--- src/design/assert_macros.svh ---
// Assertion macros used by the top level design file.
`ifndef ASSERT_MACROS_SVH
`define ASSERT_MACROS_SVH

// Check a property on each clock edge outside reset.
`define FAD_ASSERT(label, clk, rst_n, prop, msg) \
    label: assert property (@(posedge clk) disable iff (!rst_n) prop) else $error(msg);

// Check a property on each clock edge, reset included.
`define FAD_ASSERT_RST(label, clk, prop, msg) \
    label: assert property (@(posedge clk) prop) else $error(msg);

`endif

--- src/design/fad_pkg.sv ---
// Constants and types for the face average downsampler.
package fad_pkg;

    localparam int MAX_COARSE_WIDTH_DEF = 1024;
    localparam int MAX_RATIO_DEF        = 16;
    localparam int SAMPLE_BITS_DEF      = 32;

    localparam int CFG_INDEX_W = 2;
    localparam int CFG_DATA_W  = 11;
    localparam int RATIO_CFG_W = 5;
    localparam int WIDTH_CFG_W = 11;
    localparam int ROW_W       = 16;
    localparam int DIGIT_BITS  = 4;

    typedef logic [CFG_INDEX_W-1:0] t_cfg_index;

    localparam t_cfg_index CFG_RATIO_X   = 2'd0;
    localparam t_cfg_index CFG_RATIO_Y   = 2'd1;
    localparam t_cfg_index CFG_DIRECTION = 2'd2;
    localparam t_cfg_index CFG_WIDTH     = 2'd3;

    localparam logic [RATIO_CFG_W-1:0] RATIO_RESET = 5'd2;
    localparam logic [WIDTH_CFG_W-1:0] WIDTH_RESET = 11'd1024;

endpackage

--- src/design/fad_div.sv ---
// Signed divider by a small ratio, several quotient bits per cycle, truncating toward zero.
module fad_div #(
    parameter int ACC_BITS    = 36,
    parameter int SAMPLE_BITS = fad_pkg::SAMPLE_BITS_DEF,
    parameter int RAT_W       = 5
) (
    input  logic                          i_clk,
    input  logic                          i_rst_n,
    input  logic                          i_start,
    input  logic signed [ACC_BITS-1:0]    i_dividend,
    input  logic [RAT_W-1:0]              i_divisor,
    output logic                          o_done,
    output logic signed [SAMPLE_BITS-1:0] o_quotient
);
    import fad_pkg::*;

    localparam int STEPS = (ACC_BITS + DIGIT_BITS - 1) / DIGIT_BITS;
    localparam int NB    = STEPS * DIGIT_BITS;
    localparam int CNT_W = $clog2(STEPS + 1);

    logic [NB-1:0]       r_work;
    logic [NB-1:0]       n_work;
    logic [RAT_W-1:0]    r_rem;
    logic [RAT_W-1:0]    n_rem;
    logic [RAT_W-1:0]    r_div;
    logic [CNT_W-1:0]    r_cnt;
    logic                r_neg;
    logic                r_done;
    logic [ACC_BITS-1:0] mag;
    logic [SAMPLE_BITS-1:0] q;

    assign mag = i_dividend[ACC_BITS-1] ? (~i_dividend + ACC_BITS'(1)) : i_dividend;

    always_comb begin
        logic [RAT_W:0] rem_t;
        logic [NB-1:0]  work_t;
        logic [RAT_W-1:0] rem_v;
        work_t = r_work;
        rem_v  = r_rem;
        for (int k = 0; k < DIGIT_BITS; k++) begin
            rem_t  = {rem_v, work_t[NB-1]};
            work_t = {work_t[NB-2:0], 1'b0};
            if (rem_t >= {1'b0, r_div}) begin
                rem_t     = rem_t - {1'b0, r_div};
                work_t[0] = 1'b1;
            end
            rem_v = rem_t[RAT_W-1:0];
        end
        n_work = work_t;
        n_rem  = rem_v;
    end

    always_ff @(posedge i_clk) begin
        if (!i_rst_n) begin
            r_cnt  <= '0;
            r_done <= 1'b0;
        end else if (i_start) begin
            r_cnt  <= CNT_W'(STEPS);
            r_done <= 1'b0;
        end else if (r_cnt != '0) begin
            r_cnt  <= r_cnt - CNT_W'(1);
            r_done <= (r_cnt == CNT_W'(1));
        end else begin
            r_done <= 1'b0;
        end
    end

    always_ff @(posedge i_clk) begin
        if (i_start) begin
            r_work <= NB'(mag);
            r_rem  <= '0;
            r_div  <= i_divisor;
            r_neg  <= i_dividend[ACC_BITS-1];
        end else if (r_cnt != '0) begin
            r_work <= n_work;
            r_rem  <= n_rem;
        end
    end

    assign q          = r_work[SAMPLE_BITS-1:0];
    assign o_quotient = r_neg ? -q : q;
    assign o_done     = r_done;
endmodule

--- config.mk ---
export PLATFORM = sky130hd
export DESIGN_NAME = fad_div
export DESIGN_NICKNAME = d
export VERILOG_FILES = /design/src/design/assert_macros.svh /design/src/design/fad_pkg.sv /design/src/design/fad_div.sv
export SDC_FILE = /design/constraint.sdc
export NUM_CORES = 1
export LEC_CHECK = 0
export ABC_AREA = 1
export ABC_CLOCK_PERIOD_IN_PS = 7890
export BUFFER_PORTS_ARGS = -buffer_cell sky130_fd_sc_hd__buf_2
export CAP_MARGIN = 10
export CELL_PAD_IN_SITES_DETAIL_PLACEMENT = 0
export CELL_PAD_IN_SITES_GLOBAL_PLACEMENT = 2
export CORE_MARGIN = 4
export CORE_UTILIZATION = 35
export CTS_BUF_LIST = sky130_fd_sc_hd__clkbuf_4 sky130_fd_sc_hd__clkbuf_8
export CTS_CLUSTER_SIZE = 30
export DETAILED_ROUTE_END_ITERATION = 8
export PLACE_DENSITY_LB_ADDON = 0.1
export SLEW_MARGIN = 20
export SYNTH_ARGS = -nofsm -noshare
export SYNTH_HDL_FRONTEND = slang
export SYNTH_SLANG_ARGS = --single-unit
--- constraint.sdc ---
create_clock -name i_clk -period 7.89 [get_ports i_clk]
set_input_delay 1.1835 -clock i_clk [delete_from_list [all_inputs] [get_ports i_clk]]
set_output_delay 1.1835 -clock i_clk [all_outputs]
set_load 0.02 [all_outputs]
* Word level (Yosys, flattened, before mapping)
Cells that the tools add are included.
** Operators by class
- $add $sub $neg :: 7
- $lt $le $gt $ge :: 4
- Eq/ne operators :: 1
- Muxes and demuxes :: 14
- Bitwise operators :: 3
- Reductions and logical operators :: 4
** Operators by type and width (count)
- two-way mux 36 bit :: 3
- adder 36 x 2 -> 36 bit, second input constant :: 1
- NOT 36 bit :: 1
- two-way mux 32 bit :: 1
- negation 32 bit :: 1
- greater-or-equal comparator 6 x 5 -> 1 bit :: 4
- two-way mux 5 bit :: 4
- subtractor 5 bit :: 4
- two-way mux 4 bit :: 2
- equality test 4 x 1 -> 1 bit, second input constant :: 1
- two-way mux 1 bit :: 4
- nonzero test 4 bit :: 1
- subtractor 4 x 1 -> 4 bit, second input constant :: 1
- OR reduction 3 bit :: 1
- NOT 1 bit :: 2
- nonzero test 2 bit :: 1
- OR reduction 2 bit :: 1
** Word-level totals
- Bits in registers :: 52
- Input bits :: 44
- Output and inout bits :: 33
- Word-level logic and storage cells :: 40

* Logic depth before layout (Yosys ltp)
Gate-level depths: netlist of the first run.
- Depth in word-level cells :: 10
- Gate-level depth with buffers :: 44
- Depth with buffers taken out :: 44

* Worst setup path after synthesis of the first run
No wires, ideal clock.
- Path type :: reg2reg
- Start point :: register r_div[1]
- End point :: register r_work[0] (data pin)
- Library setup time :: 264 ps
- Data arrival time :: 5113 ps
- Required time :: 7626 ps
- Slack :: 2513 ps
- Stages on the path, launching flop included :: 36
- Path buffers :: 0
- Clock period less this slack :: 5377 ps
- Cell sequence :: edfxtp_1 -> inv_1 -> fa_1 -> inv_1 -> nand2_1 -> nand3_4 -> nand3_4 -> inv_2 -> nand2_1 -> o21ai_1 -> inv_1 -> fa_1 -> a21oi_1 -> a21oi_2 -> nand3_4 -> nand2_1 -> o21ai_0 -> inv_1 -> ha_1 -> nand2_1 -> o21ai_1 -> nand2_1 -> nand2_1 -> inv_1 -> nand3_4 -> inv_2 -> o21ai_1 -> inv_1 -> ha_1 -> a21o_1 -> a21oi_1 -> nor2_1 -> nor3_2 -> nand3_4 -> nand2_1 -> o21ai_1
** On the way
- Longest elaborated chain between the ends :: 10
- Elaborated cells on any way between the ends :: 13
- Classes of those cells :: 3 x add/sub; 4 x order compare; 6 x mux
** RTL lines
- from (decl) :: line fad_div.sv:25 : logic [RAT_W-1:0] r_div;
- from (signal assigned) :: line fad_div.sv:72 : r_div <= i_divisor;
- subtractor 5 bit / greater-or-equal comparator 6 x 5 -> 1 bit (equally long branches) :: line fad_div.sv:44, fad_div.sv:43
- two-way mux 5 bit :: line fad_div.sv:43 : if (rem_t >= {1'b0, r_div}) begin
- subtractor 5 bit / greater-or-equal comparator 6 x 5 -> 1 bit (equally long branches) :: line fad_div.sv:44, fad_div.sv:43
- two-way mux 5 bit :: line fad_div.sv:43
- subtractor 5 bit / greater-or-equal comparator 6 x 5 -> 1 bit (equally long branches) :: line fad_div.sv:44, fad_div.sv:43
- two-way mux 5 bit :: line fad_div.sv:43
- greater-or-equal comparator 6 x 5 -> 1 bit (*) :: line fad_div.sv:43
- two-way mux 1 bit (*) :: line fad_div.sv:43
- two-way mux 36 bit (*) :: line fad_div.sv:74 : end else if (r_cnt != '0) begin
- two-way mux 36 bit (*) :: line fad_div.sv:69 : if (i_start) begin
- to (signal assigned) :: line fad_div.sv:70 : r_work <= NB'(mag);
- to (signal assigned) :: line fad_div.sv:75 : r_work <= n_work;
- to (decl) :: line fad_div.sv:21 : logic [NB-1:0] r_work;
Mark *: on every way between the ends. The rest lies on a longest branch, timed or not. The select of a mux whose other input is x is not followed.
A chain may end at the register's enable or synchronous reset.

* Worst setup path in the final report of the first run
Same ends and word-level chain as after synthesis.

==> flow_summary_export.csv, run 1 <==
group,metric,value,unit
die,ios,77,
place,dp_hpwl,11.0,mm
synthesis,yosysSeqAreaShare,30.1,%
clock_network,cts_root_buf,"clkbuf_8",
setup_path,crit_family,"compound AO/OA/AOI/OAI gates",
synthesis,ys_warn_count,0,
setup_path,cp_max_fo,10,
routing,vias_per_cell,4.87,
finish,final_common_cell,"nand2_1",
flow_run,cap_violations,0,
routing,maxUsedRoutingLayer,"met4",
die,coreArea,13400,µm²
finish,fin_nets,796,
timing,finalCritPeriodShare,78.7,%
global_route,grt_pass1_wl,22.3,mm
clock_network,post_cts_buffers,0,
clock_network,cts_hold_buf,0,
setup_path,cp_data_required_time,7.97,ns
timing,relSlewSlack,53.5,%
setup_path,cp.arrival,6.28,ns
clock_network,cts_max_level,2,
timing,maxSlewViolCount,0,
power,p_seq_share,16.1,%
timing,tightest_slew,0.698,ns
routing,wl_met1,6.27,mm
power,p_sw,0.00151,W
power,switching_share,54.5,%
clock_network,clkSlewWorstSetupHoldPaths,0.11,ns
routing,vias,4386,
synthesis,synth_nets,728,
synthesis,synth-seq-cells,52,
timing,finalHoldViolations,0,
routing,antenna_left,0,
routing,first_pass_iters,5,
global_route,overflow,0,
place,gp_congestion,0.883,
timing,finalSetupViolations,0,
setup_path,worst-path-buf-inv,7,
synthesis,ys_types,41,
setup_path,cp.depth,33,
setup_path,cp-start-kind,"flip-flop",
die,die_x,126,µm
synthesis,syn_avg_cell_area,7.41,µm²
routing,drt_wl_total,13.7,mm
routing,wl_met2,6.97,mm
power,clockPowerShare,7.0,%
routing,routedWlPerCell,15.2,µm
clock_network,clock_sinks,52,
setup_path,setup.worst_path.end_class,"flip-flop",
routing,remaining_drc_errors,0,
timing,min_period,6.21,ns
setup_path,crit_path_top_delay_cell,"fa_1",
hold_path,hold_depth,1,
die,rows,42,
place,port-buffer-count,76,
clock_network,clk_path_buf_depth,2,
setup_path,reg2reg_depth,33,
global_route,antenna_found_initial,0,
global_route,grt_pass1_vias,4522,
routing,wl_met3,313,µm
power,ir_worst_vdd,0.000236,V
run_status,status,"completed",
clock_network,cts_tree,"built",
timing,clock.fmax,161,MHz
clock_network,cts_buffers,5,
finish,area_growth,13.6,%
routing,drtIter0Drc,185,
finish,drive_gt1_share,18.9,%
hold_path,hp-class,"flip-flop to flip-flop",
finish,layout_common_cells,"nand2_1, buf_2, inv_1",
finish,n_antenna_cell,0,
clock_network,clk_latency,0.33,ns
power,combinationalPowerShare,76.9,%
power,p_leak,2.58,nW
setup_path,critPathKind,"flip-flop to flip-flop",
timing,fin_worst_skew,0.0160,ns
setup_path,slowest_delay,0.49,ns
power,p_per_area,501,nW/µm²
power,p_int,0.00126,W
global_route,grt_use_total,17.4,%
timing,setup_tns,0,ns
global_route,grt_max_degree,52,
clock_network,cts_resized,0,
synthesis,synth_cells,656,
synthesis,synth.cell_area,4860,µm²
die,initial_core_util,36.3,%
die,die_h,126,µm
die,dieArea,15800,µm²
timing,rsz0062_at_grt,"false",
finish,utilization,41.2,%
-- cell usage after synthesis (all sizes together) --
cell type / count / area share, %
xnor2: 14 / 2.5
nand4: 10 / 1.5
a21oi: 26 / 2.8
o31ai: 4 / 0.62
nor3: 12 / 1.9
nand2: 141 / 12
or3b: 1 / 0.18
inv: 85 / 6.6
o21ai: 70 / 7.4
nand3: 48 / 6.7
or2: 4 / 0.52
edfxtp: 42 / 26
a21boi: 1 / 0.23
ha: 24 / 6.2
buf: 2 / 0.23
a31oi: 3 / 0.39
fa: 4 / 1.6
o21a: 1 / 0.15
nor4: 5 / 0.64
nor2: 75 / 6.6
a21o: 1 / 0.15
o211ai: 1 / 0.15
nand3b: 9 / 1.4
xor2: 48 / 8.7
clkbuf: 15 / 1.2
dfxtp: 10 / 4.1
-- final cells by class --
class	instances	area, µm²
clock buffers	6	76.3
clock inverters	2	35.0
fillers	1419	7880
inverters	85	319
multi-input cells	502	3010
flip-flops and latches	52	1460
well taps	176	220
repair buffers	78	395
-- path summary, 6_finish.rpt --
| kind | from | end | slack (ns) |
|---|---|---|---|
| hold reg to reg | r_cnt[2] | o_done | 0.43 |
| setup reg to reg | r_div[1] | r_work[0] | 1.68 |
| hold / removal | r_cnt[2] | o_done | 0.43 |
| setup / recovery | r_div[1] | r_work[0] | 1.68 |
-- registers in the layout, summed over array words and instances, names as in the netlist --
signal and count:
r_work 36, r_rem 5, r_cnt 4, r_neg 1, o_done 1, r_div 5
-- cell families (layout without fill, tap and decap cells) --
family                     Yosys count  after routing  synth area share (%)
and+or+nand+nor                    305            305                  31.0
AOI/OAI and AO/OA                  107            107                  12.0
buffers and inverters              102            171                  7.96
xor gates and xnor gates            62             62                  11.2
DFF                                 52             52                  30.1
adders and majority gates           28             28                  7.83
-- per-layer routing --
layer  global-route usage, %  vias up
met3                    1.95       11
li1                        -     2292
met2                    32.0       60
met5                       0        -
met4                    3.72        0
met1                    21.9     2023
-- worst reg2reg max path: cells and delay by family, from the launching register on --
family,cells,cell delay [ns]
compound gates,9,1.72
fa+ha+maj,4,1.50
buf+inv,7,0.69
flops,1,0.46
simple gates,13,1.60
-- power groups by stage --
stage / Combinational (W) / Sequential [W] / Clock (W)
after global placement: 0.00213 / 0.000453 / 0
after global routing: 0.00244 / 0.000454 / 0.000210
final: 0.00213 / 0.000445 / 0.000195
after floorplan: 0.00171 / 0.000426 / 0
after detailed placement: 0.00215 / 0.000452 / 0
after CTS: 0.00215 / 0.000446 / 0.000199
-- stage by stage --
| stage | total power [W] | setup slack, ns | cells | hold WS, ns | cell area, µm² |
|---|---|---|---|---|---|
| after global placement | 0.00259 | 1.86 | 893 | 0.413 | 5410 |
| after detailed placement | 0.00260 | 1.73 | 893 | 0.415 | 5410 |
| after CTS | 0.00280 | 1.70 | 901 | 0.430 | 5520 |
| after floorplan | 0.00213 | 2.51 | 656 | 0.397 | 4860 |
| final | 0.00277 | 1.68 | 901 | 0.429 | 5520 |
| after global routing | 0.00311 | 1.12 | 901 | 0.444 | 5520 |
(Power assumes the default switching activity.)
==> run 2, diff against run 1 <==
--- a/config.mk
+++ b/config.mk
@@ -6,13 +6,13 @@
 export NUM_CORES = 1
 export LEC_CHECK = 0
 export ABC_AREA = 1
-export ABC_CLOCK_PERIOD_IN_PS = 7890
+export ABC_CLOCK_PERIOD_IN_PS = 6400
 export BUFFER_PORTS_ARGS = -buffer_cell sky130_fd_sc_hd__buf_2
 export CAP_MARGIN = 10
 export CELL_PAD_IN_SITES_DETAIL_PLACEMENT = 0
 export CELL_PAD_IN_SITES_GLOBAL_PLACEMENT = 2
 export CORE_MARGIN = 4
-export CORE_UTILIZATION = 35
+export CORE_UTILIZATION = 34
 export CTS_BUF_LIST = sky130_fd_sc_hd__clkbuf_4 sky130_fd_sc_hd__clkbuf_8
 export CTS_CLUSTER_SIZE = 30
 export DETAILED_ROUTE_END_ITERATION = 8
==> constraint.sdc (replaced) <==
create_clock -name i_clk -period 6.4 [get_ports i_clk]
set_input_delay 0.96 -clock i_clk [delete_from_list [all_inputs] [get_ports i_clk]]
set_output_delay 0.96 -clock i_clk [all_outputs]
set_load 0.02 [all_outputs]
==> flow_summary_export.csv, run 2 (synthesis results as in run 1) <==
group,metric,value,unit
run_status,status,"completed",
setup_path,reg2reg_depth,37,
hold_path,hold_start,"r_cnt[2]",
finish,area_growth,15.1,%
clock_network,clk_latency,0.32,ns
hold_path,hp-class,"flip-flop to flip-flop",
finish,top_regs,"r_work x36, r_div x5, r_rem x5",
routing,routedWlPerCell,15.4,µm
routing,wl_met1,6.51,mm
global_route,grt_max_degree,39,
timing,tightest_slew,0.700,ns
finish,final_common_cell,"nand2_1",
routing,wl_met2,6.94,mm
finish,fillers,1494,
timing,finalSetupViolations,0,
clock_network,cts_root_buf,"clkbuf_8",
routing,wl_met3,337,µm
die,coreArea,13900,µm²
die,die_h,128,µm
power,p_leak,2.60,nW
place,port-buffer-count,76,
die,initial_core_util,34.9,%
hold_path,min_to,"o_done",
power,clockPowerShare,8.0,%
timing,finalHoldViolations,0,
setup_path,crit_top_cell,"inv_1",
power,switching_share,53.4,%
hold_path,hold_depth,1,
clock_network,cts_max_level,2,
place,dp_hpwl,11.2,mm
finish,stdcell_area,5590,µm²
finish,drive_gt1_share,20.1,%
routing,drt_wl_total,14.0,mm
global_route,grt_pass1_wl,22.9,mm
routing,vias_per_cell,4.88,
power,p_per_area,627,nW/µm²
die,rows,43,
finish,top_register,"r_work",
global_route,antenna_found_initial,0,
timing,rsz0062_at_grt,"false",
routing,maxUsedRoutingLayer,"met4",
finish,fin_nets,798,
setup_path,reg2reg_slack,0.55,ns
setup_path,cp_max_fo,9,
setup_path,slowest_delay,0.46,ns
clock_network,clk_path_buf_depth,2,
setup_path,cp-start-kind,"flip-flop",
place,gp_congestion,0.892,
power,combinationalPowerShare,76.4,%
finish,layout_common_cells,"nand2_1, buf_2, inv_1",
clock_network,cts_buffers,5,
global_route,grt_use_total,17.6,%
clock_network,clock_sinks,52,
flow_run,cap_violations,0,
power,p_seq_share,15.6,%
setup_path,setup.worst_path.end_class,"flip-flop",
die,die_x,128,µm
routing,first_pass_iters,4,
finish,largest_reg_flops,36,
global_route,overflow,0,
timing,relSlewSlack,53.3,%
setup_path,cp_data_required_time,6.62,ns
timing,min_period,5.85,ns
power,p_sw,0.00187,W
place,dpl-instance-area,5410,µm²
clock_network,cts_tree,"built",
clock_network,clkSlewWorstSetupHoldPaths,0.09,ns
global_route,grt_pass1_vias,4415,
timing,finalCritPeriodShare,91.4,%
die,dieArea,16300,µm²
setup_path,cp.arrival,6.07,ns
timing,maxSlewViolCount,0,
setup_path,critPathKind,"flip-flop to flip-flop",
finish,n_antenna_cell,0,
routing,antenna_left,0,
routing,remaining_drc_errors,0,
routing,vias,4422,
power,ir_worst_vdd,0.000289,V
power,p_int,0.00164,W
die,ios,77,
routing,drtIter0Drc,257,
setup_path,rr_endpoint,"r_rem[0]",
setup_path,crit_path_top_delay_cell,"fa_1",
timing,fin_worst_skew,0.0141,ns
timing,setup_tns,0,ns
setup_path,reg2reg_from,"r_work[35]",
timing,clock.fmax,171,MHz
## run 2: changes by cell type in the layout (fill, tap and decap cells not counted), moves of 2 or more
cell | before | now
o21ai_2 | 3 | 6
a21oi_1 | 24 | 22
buf_4 | 2 | 4
o21ai_1 | 24 | 22
## run 2: power groups by stage
stage | combinational (W) | clock (W) | sequential, W
2_1_floorplan | 0.00211 | 0 | 0.000525
5_1_grt | 0.00310 | 0.000303 | 0.000560
4_1_cts | 0.00264 | 0.000289 | 0.000549
3_5_place_dp | 0.00263 | 0 | 0.000556
6_report | 0.00268 | 0.000281 | 0.000548
3_3_place_gp | 0.00263 | 0 | 0.000555
## run 2: worst max-delay path by stage
stage | cells after the start | startpoint | to | slack, ns
finish | 37 | r_work[35] | r_rem[0] | 0.55
floorplan | 35 | r_div[1] | r_work[0] | 1.02
global route | 38 | r_work[35] | r_work[0] | 0.04
global placement | 35 | r_work[35] | r_work[0] | 0.36
CTS | 37 | r_work[35] | r_rem[0] | 0.26
detailed placement | 35 | r_work[35] | r_work[0] | 0.29
## run 2: worst max-delay path: cells and delay by family (launching register included)
kind            cells  cell delay, ns
buf+inv            10            0.78
simple gates       14            1.64
compound gates      8            1.16
fa+ha+maj           5            1.74
flops               1            0.43
## run 2: layer usage
metal / GRT usage [%] / vias up
met5: 0 / -
met1: 23.5 / 2048
met4: 3.97 / 0
met2: 30.3 / 63
li1: - / 2300
met3: 2.34 / 11
## run 2: area by class of cell
class | count | area, µm² | share of cell area, %
clock buffers | 6 | 76.3 | 1.36
clock inverters | 2 | 60.1 | 1.07
inverters | 85 | 319 | 5.71
multi-input cells | 502 | 3040 | 54.4
flip-flops and latches | 52 | 1460 | 26.1
well taps | 180 | 225 | 4.03
repair buffers | 80 | 410 | 7.34
## run 2: per-stage QoR
stage	std cells	hold slack [ns]	utilization (%)	power (W)	worst slack, ns
5_1_grt	907	0.441	40.1	0.00396	0.0372
2_1_floorplan	656	0.397	-	0.00263	1.02
3_5_place_dp	897	0.411	38.8	0.00318	0.287
4_1_cts	905	0.425	39.8	0.00348	0.259
3_3_place_gp	897	0.414	38.8	0.00318	0.356
6_report	907	0.423	40.1	0.00351	0.549
## run 2: repair_timing
| action | 4_1_cts | 5_1_grt |
|---|---|---|
| buffers inserted | 0 | 2 |
| endpoints found under the setup margin | 0 | 6 |
| resized for setup | 0 | 9 |
| hold buffers | 0 | 0 |
| endpoints found under the hold margin | 0 | 0 |
==> run 3, diff against run 2 <==
--- a/config.mk
+++ b/config.mk
@@ -6,7 +6,7 @@
 export NUM_CORES = 1
 export LEC_CHECK = 0
 export ABC_AREA = 1
-export ABC_CLOCK_PERIOD_IN_PS = 6400
+export ABC_CLOCK_PERIOD_IN_PS = 5800
 export BUFFER_PORTS_ARGS = -buffer_cell sky130_fd_sc_hd__buf_2
 export CAP_MARGIN = 10
 export CELL_PAD_IN_SITES_DETAIL_PLACEMENT = 0
==> constraint.sdc (replaced) <==
create_clock -name i_clk -period 5.8 [get_ports i_clk]
set_input_delay 0.87 -clock i_clk [delete_from_list [all_inputs] [get_ports i_clk]]
set_output_delay 0.87 -clock i_clk [all_outputs]
set_load 0.02 [all_outputs]
==> flow_summary_export.csv, run 3 (synthesis results as in run 1) <==
group,metric,value,unit
run_status,status,"completed",
global_route,grt_max_degree,39,
clock_network,clkSlewWorstSetupHoldPaths,0.10,ns
timing,clock.fmax,187,MHz
timing,relSlewSlack,54.5,%
flow_run,cap_violations,0,
routing,remaining_drc_errors,0,
place,dp_hpwl,11.2,mm
finish,multi_input_area,3170,µm²
setup_path,cp-startpoint,"r_work[35]",
global_route,grt_use_total,17.4,%
clock_network,cts_hold_buf,0,
setup_path,reg2reg_slack,0.46,ns
place,dpl_worst_slack,-0.0637,ns
finish,n_antenna_cell,0,
setup_path,cp_max_fo,9,
timing,min_period,5.34,ns
place,dp_cells,906,
finish,area_growth,19.4,%
setup_path,cp_data_required_time,5.85,ns
setup_path,setup.worst_path.end_class,"flip-flop",
routing,vias_per_cell,4.88,
timing,whs,0.437,ns
finish,layout_common_cells,"nand2_1, buf_2, inv_1",
finish,drive_gt1_share,24.4,%
finish,finalNonFillerCells,923,
timing,finalSetupViolations,0,
setup_path,cp.depth,37,
setup_path,crit_path_top_delay_cell,"fa_2",
routing,drt_wl_total,14.1,mm
clock_network,clk_path_buf_depth,2,
finish,largest_reg_flops,36,
clock_network,cts_buffers,5,
setup_path,rr_endpoint,"r_work[0]",
routing,drtIter0Drc,242,
clock_network,clock_sinks,52,
setup_path,crit_family,"simple AND/OR/NAND/NOR gates",
setup_path,cp-endpoint,"r_work[0]",
timing,tightest_slew,0.683,ns
global_route,grt_pass1_wl,22.6,mm
setup_path,reg2reg_from,"r_work[35]",
die,die_h,128,µm
finish,top_register,"r_work",
setup_path,worst-path-buf-inv,9,
routing,first_pass_iters,4,
finish,final_common_cell,"nand2_1",
setup_path,critPathKind,"flip-flop to flip-flop",
clock_network,clk_latency,0.32,ns
setup_path,reg2reg_depth,37,
finish,fillers,1487,
finish,top_regs,"r_work x36, r_div x5, r_rem x5",
global_route,grt_pass1_vias,4429,
die,ios,77,
hold_path,hold_depth,1,
clock_network,cts_max_level,2,
setup_path,cp.arrival,5.40,ns
routing,routedWlPerCell,15.3,µm
timing,maxSlewViolCount,0,
timing,finalHoldViolations,0,
die,rows,43,
global_route,antenna_found_initial,0,
timing,finalCritPeriodShare,92.2,%
place,port-buffer-count,76,
die,coreArea,13900,µm²
routing,antenna_left,0,
clock_network,cts_root_buf,"clkbuf_8",
setup_path,cp-start-kind,"flip-flop",
setup_path,slowest_delay,0.43,ns
finish,utilization,41.6,%
timing,finalWorstSetupSlack,0.455,ns
clock_network,cts_tree,"built",
timing,fin_worst_skew,0.00528,ns
die,die_x,128,µm
finish,fin_nets,814,
die,dieArea,16300,µm²
place,gp_congestion,0.904,
routing,vias,4500,
finish,seqCellArea,1460,µm²
die,initial_core_util,34.9,%
global_route,overflow,0,
hold_path,hp-class,"flip-flop to flip-flop",
run 3: changes by cell type in the layout (fill, tap and decap cells not counted), sizes merged:
| cell | before | now |
|---|---|---|
| buf | 80 | 96 |
| inv | 85 | 86 |
| bufinv | 2 | 0 |
| clkinv | 0 | 1 |
run 3: worst reg2reg max path, delay by kind of cell, from the launching register on:
family	cells	cell delay, ns
flops	1	0.40
fa+ha+maj	5	1.43
compound gates	9	1.11
buf+inv	9	0.66
simple gates	14	1.48
run 3: worst min path at each step:
| stage | startpoint | to |
|---|---|---|
| 3_5_place_dp | r_cnt[2] | o_done |
| 2_1_floorplan | r_cnt[2] | o_done |
| 3_3_place_gp | r_cnt[2] | o_done |
| 5_1_grt | r_cnt[2] | o_done |
| 4_1_cts | r_cnt[2] | o_done |
| 6_report | r_cnt[2] | o_done |
run 3: metal layers:
metal	global-route usage, %	up-vias	share of wire, %
met5	0	-	0
met2	29.9	70	50
met1	23.2	2076	46
li1	-	2338	-
met4	4.42	0	1.9
met3	2.09	16	2.9
run 3: through the flow:
stage          cell area, µm²  setup TNS [ns]
3_5_place_dp             5480          -0.187
4_1_cts                  5600               0
3_3_place_gp             5480               0
2_1_floorplan            4860               0
6_report                 5800               0
5_1_grt                  5800          -0.254
run 3: repair_timing:
item,4_1_cts,5_1_grt
pin swaps,1,10
setup buffers,0,9
resized for setup,5,30
setup endpoints to repair,6,6
run 3: layout make-up:
cell class	count	share of cell area, %
Clock buffer	6	1.42
Clock inverter	2	0.237
Inverter	85	5.54
Multi-Input combinational cell	502	54.6
Sequential cell	52	25.2
Tap cell	180	3.88
Timing Repair Buffer	96	9.14
Power of run 3 is left out: the tool's default activity adds up to more than one toggle a clock period on the data nets, which glitch-free logic cannot reach.
